[src/b64se_pkg.sv]
// Package for the base64 stream encoder: types, constants and the sextet map.
`default_nettype none
package b64se_pkg;

    // Widths of the channel payloads
    localparam int BYTE_W = 8;
    localparam int CHAR_W = 7;
    localparam int CHARS_PER_ENTRY = 4;

    // Queue between the front and back parts
    localparam int QDEPTH = 2;
    localparam int QAW = $clog2(QDEPTH);

    // Padding character '='
    localparam logic [CHAR_W-1:0] PAD_CHAR = 7'h3D;

    // Byte position within the current 3-byte group
    typedef enum logic [1:0] {
        PH0 = 2'd0,
        PH1 = 2'd1,
        PH2 = 2'd2
    } t_phase;

    // One queued entry: up to four characters produced by one byte
    typedef struct packed {
        logic [CHARS_PER_ENTRY-1:0][CHAR_W-1:0] chars;
        logic [1:0]                             cnt_m1; // characters held, minus one
        logic                                   eom;    // final char ends the message
    } t_entry;

    // Queue control from the front part
    typedef struct packed {
        logic   push;
        t_entry data;
    } t_push;

    // Queue status towards the consumers
    typedef struct packed {
        logic full;
        logic empty;
    } t_qstat;

    // Map a 6-bit group onto the '+' '/' alphabet
    function automatic logic [CHAR_W-1:0] sextet_char(input logic [5:0] v);
        logic [CHAR_W-1:0] c;
        if (v < 6'd26) begin
            c = 7'h41 + {1'b0, v};
        end else if (v < 6'd52) begin
            c = 7'h61 + {1'b0, v - 6'd26};
        end else if (v < 6'd62) begin
            c = 7'h30 + {1'b0, v - 6'd52};
        end else if (v == 6'd62) begin
            c = 7'h2B;
        end else begin
            c = 7'h2F;
        end
        return c;
    endfunction

endpackage
`default_nettype wire

[src/b64se_channels.sv]
// Channel interfaces of the base64 stream encoder: byte input and character output.
`default_nettype none
interface b64se_in_if;
    logic                          valid;
    logic                          ready;
    logic [b64se_pkg::BYTE_W-1:0]  data_byte;
    logic                          end_of_message;

    modport source (output valid, output data_byte, output end_of_message, input ready);
    modport sink   (input valid, input data_byte, input end_of_message, output ready);
endinterface

interface b64se_out_if;
    logic                          valid;
    logic                          ready;
    logic [b64se_pkg::CHAR_W-1:0]  out_char;
    logic                          last_char;

    modport source (output valid, output out_char, output last_char, input ready);
    modport sink   (input valid, input out_char, input last_char, output ready);
endinterface
`default_nettype wire

[src/base64_stream_encoder_unit.sv]
// Top level of the base64 stream encoder: front part, entry queue and back part.
//
// Usage:
//   i_in carries one message byte per transfer (data_byte) with end_of_message set
//   on the final byte. o_out carries one ASCII character per transfer (out_char),
//   with last_char set on the final character of each encoded message. Characters
//   are sent as soon as their 6-bit groups are complete; the message total is a
//   multiple of four, '=' padding included.
//   A byte's characters pass through a queue entry and then the back holding register.
//   The output sends one character per cycle while the receiver is ready, so a byte
//   takes as long as the characters it yields: 1 or 2 within a message, 2 to 4 on the
//   final byte; 4 characters per 3 bytes. The output port sets the pace.
//   A two-entry queue lets bytes be taken while earlier characters still wait.
//   Reset (i_rst_n low, synchronous) empties the queue and returns the group phase
//   to the start of a message. When the receiver stalls, the current character
//   holds; once the queue is full, i_in.ready falls until an entry is drained.
`default_nettype none
module base64_stream_encoder_unit (
    input  wire logic   i_clk,
    input  wire logic   i_rst_n,
    b64se_in_if.sink    i_in,
    b64se_out_if.source o_out
);

    b64se_pkg::t_push  w_push;
    b64se_pkg::t_qstat w_qstat;
    b64se_pkg::t_entry w_head;
    logic              w_pop;

    b64se_front u_front (
        .i_clk   (i_clk),
        .i_rst_n (i_rst_n),
        .i_in    (i_in),
        .i_qstat (w_qstat),
        .o_push  (w_push)
    );

    b64se_queue u_queue (
        .i_clk   (i_clk),
        .i_rst_n (i_rst_n),
        .i_push  (w_push),
        .i_pop   (w_pop),
        .o_head  (w_head),
        .o_qstat (w_qstat)
    );

    b64se_back u_back (
        .i_clk   (i_clk),
        .i_rst_n (i_rst_n),
        .i_head  (w_head),
        .i_qstat (w_qstat),
        .o_pop   (w_pop),
        .o_out   (o_out)
    );

endmodule
`default_nettype wire

[src/b64se_front.sv]
// Front part: accepts bytes, tracks the group phase and builds the character entries.
`default_nettype none
module b64se_front (
    input  wire logic              i_clk,
    input  wire logic              i_rst_n,
    b64se_in_if.sink               i_in,
    input  wire b64se_pkg::t_qstat i_qstat,
    output b64se_pkg::t_push       o_push
);

    b64se_pkg::t_phase r_phase, n_phase;
    logic [3:0]        r_left, n_left;
    logic              w_take;
    logic [7:0]        w_b;
    logic              w_eom;

    assign i_in.ready = !i_qstat.full;
    assign w_take     = i_in.valid && !i_qstat.full;
    assign w_b        = i_in.data_byte;
    assign w_eom      = i_in.end_of_message;

    // Phase and leftover bits
    always_ff @(posedge i_clk) begin
        if (!i_rst_n) begin
            r_phase <= b64se_pkg::PH0;
            r_left  <= 4'd0;
        end else if (w_take) begin
            r_phase <= n_phase;
            r_left  <= n_left;
        end
    end

    // Characters completed by this byte, next phase
    always_comb begin
        o_push.push         = w_take;
        o_push.data.chars   = '0;
        o_push.data.cnt_m1  = 2'd0;
        o_push.data.eom     = w_eom;
        n_phase             = b64se_pkg::PH0;
        n_left              = 4'd0;
        case (r_phase)
            b64se_pkg::PH1: begin
                o_push.data.chars[0] = b64se_pkg::sextet_char({r_left[1:0], w_b[7:4]});
                if (w_eom) begin
                    o_push.data.chars[1] = b64se_pkg::sextet_char({w_b[3:0], 2'b00});
                    o_push.data.chars[2] = b64se_pkg::PAD_CHAR;
                    o_push.data.cnt_m1   = 2'd2;
                end else begin
                    n_phase = b64se_pkg::PH2;
                    n_left  = w_b[3:0];
                end
            end
            b64se_pkg::PH2: begin
                o_push.data.chars[0] = b64se_pkg::sextet_char({r_left, w_b[7:6]});
                o_push.data.chars[1] = b64se_pkg::sextet_char(w_b[5:0]);
                o_push.data.cnt_m1   = 2'd1;
            end
            default: begin
                // phase 0, and the unused code treated the same
                o_push.data.chars[0] = b64se_pkg::sextet_char(w_b[7:2]);
                if (w_eom) begin
                    o_push.data.chars[1] = b64se_pkg::sextet_char({w_b[1:0], 4'b0000});
                    o_push.data.chars[2] = b64se_pkg::PAD_CHAR;
                    o_push.data.chars[3] = b64se_pkg::PAD_CHAR;
                    o_push.data.cnt_m1   = 2'd3;
                end else begin
                    n_phase = b64se_pkg::PH1;
                    n_left  = {2'b00, w_b[1:0]};
                end
            end
        endcase
    end

endmodule
`default_nettype wire

[src/b64se_queue.sv]
// Short entry queue between the front and back parts.
`default_nettype none
module b64se_queue (
    input  wire logic              i_clk,
    input  wire logic              i_rst_n,
    input  wire b64se_pkg::t_push  i_push,
    input  wire logic              i_pop,
    output b64se_pkg::t_entry      o_head,
    output b64se_pkg::t_qstat      o_qstat
);

    localparam int AW = b64se_pkg::QAW;

    b64se_pkg::t_entry r_mem [b64se_pkg::QDEPTH];
    logic [AW-1:0]     r_wptr, r_rptr;
    logic [AW:0]       r_cnt;
    logic              w_wr, w_rd;

    assign o_qstat.full  = (r_cnt == (AW+1)'(b64se_pkg::QDEPTH));
    assign o_qstat.empty = (r_cnt == '0);
    assign w_wr          = i_push.push && !o_qstat.full;
    assign w_rd          = i_pop && !o_qstat.empty;
    assign o_head        = r_mem[r_rptr];

    // Entry storage
    always_ff @(posedge i_clk) begin
        if (w_wr) begin
            r_mem[r_wptr] <= i_push.data;
        end
    end

    // Pointers and fill count
    always_ff @(posedge i_clk) begin
        if (!i_rst_n) begin
            r_wptr <= '0;
            r_rptr <= '0;
            r_cnt  <= '0;
        end else begin
            if (w_wr) begin
                r_wptr <= r_wptr + AW'(1);
            end
            if (w_rd) begin
                r_rptr <= r_rptr + AW'(1);
            end
            case ({w_wr, w_rd})
                2'b10:   r_cnt <= r_cnt + (AW+1)'(1);
                2'b01:   r_cnt <= r_cnt - (AW+1)'(1);
                default: r_cnt <= r_cnt;
            endcase
        end
    end

endmodule
`default_nettype wire

[src/b64se_back.sv]
// Back part: takes entries from the queue and sends their characters one per transfer.
`default_nettype none
module b64se_back (
    input  wire logic              i_clk,
    input  wire logic              i_rst_n,
    input  wire b64se_pkg::t_entry i_head,
    input  wire b64se_pkg::t_qstat i_qstat,
    output logic                   o_pop,
    b64se_out_if.source            o_out
);

    b64se_pkg::t_entry r_entry;
    logic              r_busy;
    logic [1:0]        r_idx;
    logic              w_done, w_xfer, w_final;

    assign w_final        = (r_idx == r_entry.cnt_m1);
    assign w_xfer         = r_busy && o_out.ready;
    assign w_done         = !r_busy || (w_xfer && w_final);
    assign o_pop          = w_done && !i_qstat.empty;

    assign o_out.valid     = r_busy;
    assign o_out.out_char  = r_entry.chars[r_idx];
    assign o_out.last_char = r_entry.eom && w_final;

    // Entry holding register
    always_ff @(posedge i_clk) begin
        if (o_pop) begin
            r_entry <= i_head;
        end
    end

    // Character index and busy flag
    always_ff @(posedge i_clk) begin
        if (!i_rst_n) begin
            r_busy <= 1'b0;
            r_idx  <= 2'd0;
        end else if (w_done) begin
            r_busy <= !i_qstat.empty;
            r_idx  <= 2'd0;
        end else if (w_xfer) begin
            r_idx  <= r_idx + 2'd1;
        end
    end

endmodule
`default_nettype wire
[src/flat_wrapper.sv]
// flat-port wrapper written by rule: the top's interface ports become plain ports
module base64_stream_encoder_unit_flat 
  (i_clk, i_rst_n, i_in_valid, i_in_data_byte, i_in_end_of_message, i_in_ready, o_out_valid, o_out_out_char, o_out_last_char, o_out_ready);
  b64se_in_if i_in_i ();
  b64se_out_if o_out_i ();
  input  wire logic i_clk;
  input  wire logic i_rst_n;
  input wire logic [$bits(i_in_i.valid)-1:0] i_in_valid;
  input wire logic [$bits(i_in_i.data_byte)-1:0] i_in_data_byte;
  input wire logic [$bits(i_in_i.end_of_message)-1:0] i_in_end_of_message;
  output wire logic [$bits(i_in_i.ready)-1:0] i_in_ready;
  output wire logic [$bits(o_out_i.valid)-1:0] o_out_valid;
  output wire logic [$bits(o_out_i.out_char)-1:0] o_out_out_char;
  output wire logic [$bits(o_out_i.last_char)-1:0] o_out_last_char;
  input wire logic [$bits(o_out_i.ready)-1:0] o_out_ready;
  assign i_in_i.valid = i_in_valid;
  assign i_in_i.data_byte = i_in_data_byte;
  assign i_in_i.end_of_message = i_in_end_of_message;
  assign i_in_ready = i_in_i.ready;
  assign o_out_valid = o_out_i.valid;
  assign o_out_out_char = o_out_i.out_char;
  assign o_out_last_char = o_out_i.last_char;
  assign o_out_i.ready = o_out_ready;
  base64_stream_encoder_unit u_core (.i_clk(i_clk), .i_rst_n(i_rst_n), .i_in(i_in_i), .o_out(o_out_i));
endmodule
[config.mk]
export PLATFORM = sky130hd
export DESIGN_NAME = base64_stream_encoder_unit_flat
export DESIGN_NICKNAME = d
export VERILOG_FILES = /design/src/b64se_pkg.sv /design/src/b64se_channels.sv /design/src/base64_stream_encoder_unit.sv /design/src/b64se_front.sv /design/src/b64se_queue.sv /design/src/b64se_back.sv /design/src/flat_wrapper.sv
export SDC_FILE = /design/constraint.sdc
export NUM_CORES = 1
export LEC_CHECK = 0
export BUFFER_PORTS_ARGS = -buffer_cell sky130_fd_sc_hd__buf_4
export CAP_MARGIN = 40
export CORE_MARGIN = 5
export CORE_UTILIZATION = 29
export CTS_CLUSTER_DIAMETER = 50
export CTS_CLUSTER_SIZE = 28
export DETAILED_ROUTE_END_ITERATION = 12
export GPL_TIMING_DRIVEN = 0
export PLACE_DENSITY_LB_ADDON = 0.12
export RECOVER_POWER = 100
export SLEW_MARGIN = 20
export SYNTH_ARGS = -nofsm -noshare
export SYNTH_HDL_FRONTEND = slang
export SYNTH_HIERARCHICAL = 1
export SYNTH_SLANG_ARGS = --single-unit
[constraint.sdc]
create_clock -name i_clk -period 2.8 [get_ports i_clk]
set_input_delay 0.14 -clock i_clk [delete_from_list [all_inputs] [get_ports i_clk]]
set_output_delay 0.14 -clock i_clk [all_outputs]
set_load 0.02 [all_outputs]
# ---- After elaboration in Yosys (flattened, before gate mapping)
# Memories as Yosys holds them, arrays and structs flattened. A register that Yosys moved wholly into a read port is not among the register bits.
# Index checks and enable logic that the tools add are counted.
dict set report classes {
  addsub 35
  n_lt_le_gt_ge 19
  eq_ne 10
  n_mux 40
  bitwise 1
  n_reduce_logical 15
}
# cell n
set op_table {}
lappend op_table {{$mux 7} 20}
lappend op_table {{$add 7x6->7 const A} 12}
lappend op_table {{$lt 6x6->1 const B} 12}
lappend op_table {{$add 6x6->7 const A} 6}
lappend op_table {{$lt 6x5->1 const B} 6}
lappend op_table {{$sub 6x5->6 const B} 6}
lappend op_table {{$sub 6x6->6 const B} 6}
lappend op_table {{$pmux 16 s2} 1}
lappend op_table {{$eq 6x6->1 const B} 4}
lappend op_table {{$mux 20} 1}
lappend op_table {{$bmux 7 s2} 1}
lappend op_table {{$pmux 7 s2} 1}
lappend op_table {{$mux 13} 1}
lappend op_table {{$mux 3} 4}
lappend op_table {{$mux 2} 4}
lappend op_table {{$pmux 2 s2} 2}
lappend op_table {{$pmux 4 s2} 1}
lappend op_table {{$logic_and 1x1->1} 7}
lappend op_table {{$eq 2x2->1 const B} 3}
lappend op_table {{$add 2x1->2 const B} 2}
lappend op_table {{$eq 2x1->1 const B} 2}
lappend op_table {{$mux 4} 1}
lappend op_table {{$reduce_or 2->1} 2}
lappend op_table {{$logic_not 1->1} 3}
lappend op_table {{other kinds (9)} 12}
dict set report totals {
  register_bits 13
  ramBits 62
  out_inout_bits 10
  elab_cells 128
  n_memories 1
}
# memory words word_bits rd rd_clocked_by_memory_dff wr line_no
set memory_table {}
lappend memory_table {u_core.u_queue.r_mem 2 31 1 1 1 b64se_queue.sv:14} ;# b64se_pkg::t_entry r_mem [b64se_pkg::QDEPTH];

# ---- Depth between registers and ports, before layout
dict set report depth {
  word_depth 7
  mapped_depth 11
  ltp_nobuf 10
}

# ---- Modules after synthesis
# The synthesis kept the hierarchy.
# mod instances cells_each area_per_inst_um2 seq_area_each_um2
set by_module_without_submodules {}
lappend by_module_without_submodules {b64se_front 1 392 2788.9 120.1}
lappend by_module_without_submodules {b64se_queue 1 122 2462.4 1961.9}
lappend by_module_without_submodules {b64se_back 1 61 1288.7 991.0}

# ---- Least setup slack after synthesis
# OpenSTA, ideal clock, no wires.
dict set report synth_timing {
  path_kind {reg2reg}
  from {register u_core.u_queue.r_cnt[0]}
  to {memory u_core/u_queue/r_mem[0][0] (netlist bit), enable pin}
  setup_time_ps 386
  t_arrival_ps 2204
  path_slack_ps 210
  stages_incl_launch_ff 10
  path_buffers 1
  cell_sequence {dfxtp_1 -> nand2b_2 -> inv_2 -> inv_1 -> nand2_1 -> inv_1 -> buf_4 -> inv_1 -> or3_1 -> inv_1}
}
# element line_no
set synth_rtl {}
lappend synth_rtl {{start, declared} b64se_queue.sv:16} ;# logic [AW:0] r_cnt;
lappend synth_rtl {{start signal, assigned} b64se_queue.sv:46} ;# 2'b10: r_cnt <= r_cnt + (AW+1)'(1);
lappend synth_rtl {{start signal, assigned} b64se_queue.sv:47} ;# 2'b01: r_cnt <= r_cnt - (AW+1)'(1);
lappend synth_rtl {{start signal, assigned} b64se_queue.sv:48} ;# default: r_cnt <= r_cnt;
lappend synth_rtl {{end, declared} b64se_queue.sv:14}

==> qor.yml <==
final_cell_mix: "edfxtp_1, nand2_1, ha_1"
cts_buffers: 9
placementRows: 55
power.density_nw_per_um2: 734
met2_length_um: 7750
crit_required_ns: 2.84
nets: 669
yosysSeqAreaShare: 0.470
via_per_inst: 4.93
cts_max_level: 3
drtIter0Drc: 296
skew_ns: 0.0111
synth_warnings: 6
total_power_mw: 5.40
hp-class: "primary input to flop"
gr-usage-all-layers: 0.122
fin_cells: 903
holdPathEnd: "u_core/u_back/r_idx[1]"
final_common_cell: "edfxtp_1"
fin_crit_ns: 2.65
drive_gt1_frac: 0.184
routed-via-count: 4455
fin_area_um2: 7360
critical-path-top-delay-family: "compound AO/OA/AOI/OAI gates"
fp.dieW_um: 160
reg2reg_from: "u_core/u_front/r_left[1]"
hp-start: "o_out_ready"
dr.pass1.iters: 4
clk_latency_ns: 0.35
fin_ws_ns: 0.154
cts_num_sinks: 107
max_clock_freq_ghz: 0.378
die_area_um2: 25700
cp_num_buf_inv: 3
grt_pass1_vias: 4610
whs_ns: 0.0269
async_flop_share: 0
cp.depth: 10
final_util: 0.328
regToRegSetupSlack_ns: 0.15
total_leakage_power_nw: 2.65
antenna_found_initial: 0
hold_violations: 0
postRouteAntennaNets: 0
drv_slew: 0
grt_max_degree: 32
place_ws_ns: -0.393
end_kind: "flop"
globalRouteOverflowTotal: 0
die_y_um: 160
cts_root_buffer: "clkbuf_16"
drc: 0
crit_slowest_cell: "dfxtp_2"
status: "finished, final reports clean"
layout_worst_path_cycle_share: 0.945
syn_inst: 575
reg2reg_to: "u_core/u_queue/r_mem[0][6]"
syn_avg_cell_area_um2: 11.4
slew_headroom: 0.467
startpoint: "u_core/u_front/r_left[1]"
synthFlopType: "edfxtp_1"
core_um2: 22400
max_stage_delay_ns: 0.43
maxUsedRoutingLayer: "met4"
wl_met3_um: 401
ios: 23
hpwl_um: 11600
holdPathStages: 2
setup_violations: 0
cts_buffer_depth: 2
drv_cap: 0
critPathLaunchType: "flop"
area_delta_synth_final_pct: 12.6
hold_buffers: 0
rsz0062_at_grt: "no"
fin_setup_tns_ns: 0
routedWlPerCell_um: 17.2
vdd_ir_drop_max_mv: 0.297
ys_seq_elements: 107
crit_fanout: 10
cts_tree: "done"
placed_cells: 887
postPlaceCellArea_um2: 7130
worst_r2r_path_depth: 10
grt_first_pass_wirelength_um: 25100
netlist_area_um2: 6540
fill_cells: 2267
start_util: 0.292
clk_pin_slew_worst_paths_ns: 0.08
wl_met1_um: 7050
crit_path_cell_trace: "buf_4, clkinv_2, ha_1, nor2_1, or2_1, buf_6, a221o_1, o21ai_0, a221oi_1, a31oi_1"
synth_cell_types: 67
num_antenna_cells: 0
worst_pin_slew_ns: 0.797
crit_type: "flop to flop"
synth_edf_count: 93
port_buffers: 22
routed_wirelength_um: 15600
cp.arrival_ns: 2.68
routabilityCongestion: 0.834
==> cell usage after synthesis, drive strengths merged, types with 6 or more instances <==
master  count  area, µm²
xor2       15        131
nor2       24       90.1
a211oi      6       50.1
nor2b      13       81.3
dfxtp      14        280
nand3      14       70.1
clkbuf     11       41.3
mux4        7        161
ha         43        538
buf        33        236
nand4       7       43.8
mux2       32        360
nand2b      9       58.8
a31oi      10       62.6
o21ai      26        130
xnor2      35        329
o211ai      8       65.1
inv        22       82.6
a21boi      9       67.6
a21oi      29        160
nand2      47        176
a21o        7       55.1
edfxtp     93       2790
==> timing repair <==
| action | 4_1_cts | 5_1_grt |
|---|---|---|
| resized for setup | 3 | 4 |
| endpoints found under the setup margin | 12 | 45 |
| setup buffers | 2 | 0 |
| pin swaps | 0 | 0 |
==> power breakdown <==
group	internal (mW)	switching, mW
logic	0.643	0.977
registers	2.41	0.158
clock network	0.627	0.592
==> cell families (layout without fill, tap and decap cells) <==
kind of cell | after synthesis | count (layout) | share of synthesized area
buf+inv | 67 | 107 | 0.0557
compound gates | 129 | 129 | 0.135
mux | 41 | 41 | 0.0828
other cells | 1 | 4 | 0.000573
flops | 107 | 107 | 0.470
fa+ha+maj | 43 | 43 | 0.0823
simple gates | 137 | 137 | 0.103
xor+xnor | 50 | 50 | 0.0704
==> per-layer routing <==
| layer | up-vias | global-route usage |
|---|---|---|
| li1 | 2174 | - |
| met1 | 2170 | 0.155 |
| met2 | 87 | 0.213 |
| met3 | 24 | 0.0150 |
| met4 | 0 | 0.0481 |
| met5 | - | 0 |
==> layout make-up <==
type,count,area (µm²),area share
flip-flops and latches,107,3080,0.418
well taps,285,357,0.0484
multi-input cells,404,3120,0.423
clock buffers,9,225,0.0306
plain buffers,42,260,0.0354
inverters,23,88.8,0.0121
repair buffers,26,175,0.0238
clock inverters,7,63.8,0.00867
==> flip-flops by register name, summed over array words and instances (netlist names), named ones only <==
register / count
u_core/u_back/o_out.valid: 1
u_core/u_queue/r_cnt: 2
u_core/u_queue/r_rptr: 1
u_core/u_back/r_idx: 2
u_core/u_queue/r_wptr: 1
u_core/u_queue/r_mem: 62
u_core/u_front/r_left: 4
u_core/u_back/r_entry: 31
u_core/u_front/r_phase: 2
==> worst max path at each step <==
stage / end / slack, ns
floorplan: u_core/u_queue/r_mem[0][0] / 0.21
global placement: u_core/u_queue/r_mem[0][6] / -0.42
detailed placement: u_core/u_queue/r_mem[0][6] / -0.39
CTS: u_core/u_queue/r_mem[0][20] / 0.07
global route: u_core/u_queue/r_mem[1][4] / 0.009
finish: u_core/u_queue/r_mem[0][6] / 0.15
No activity file was read; power rests on OpenSTA's default activity.
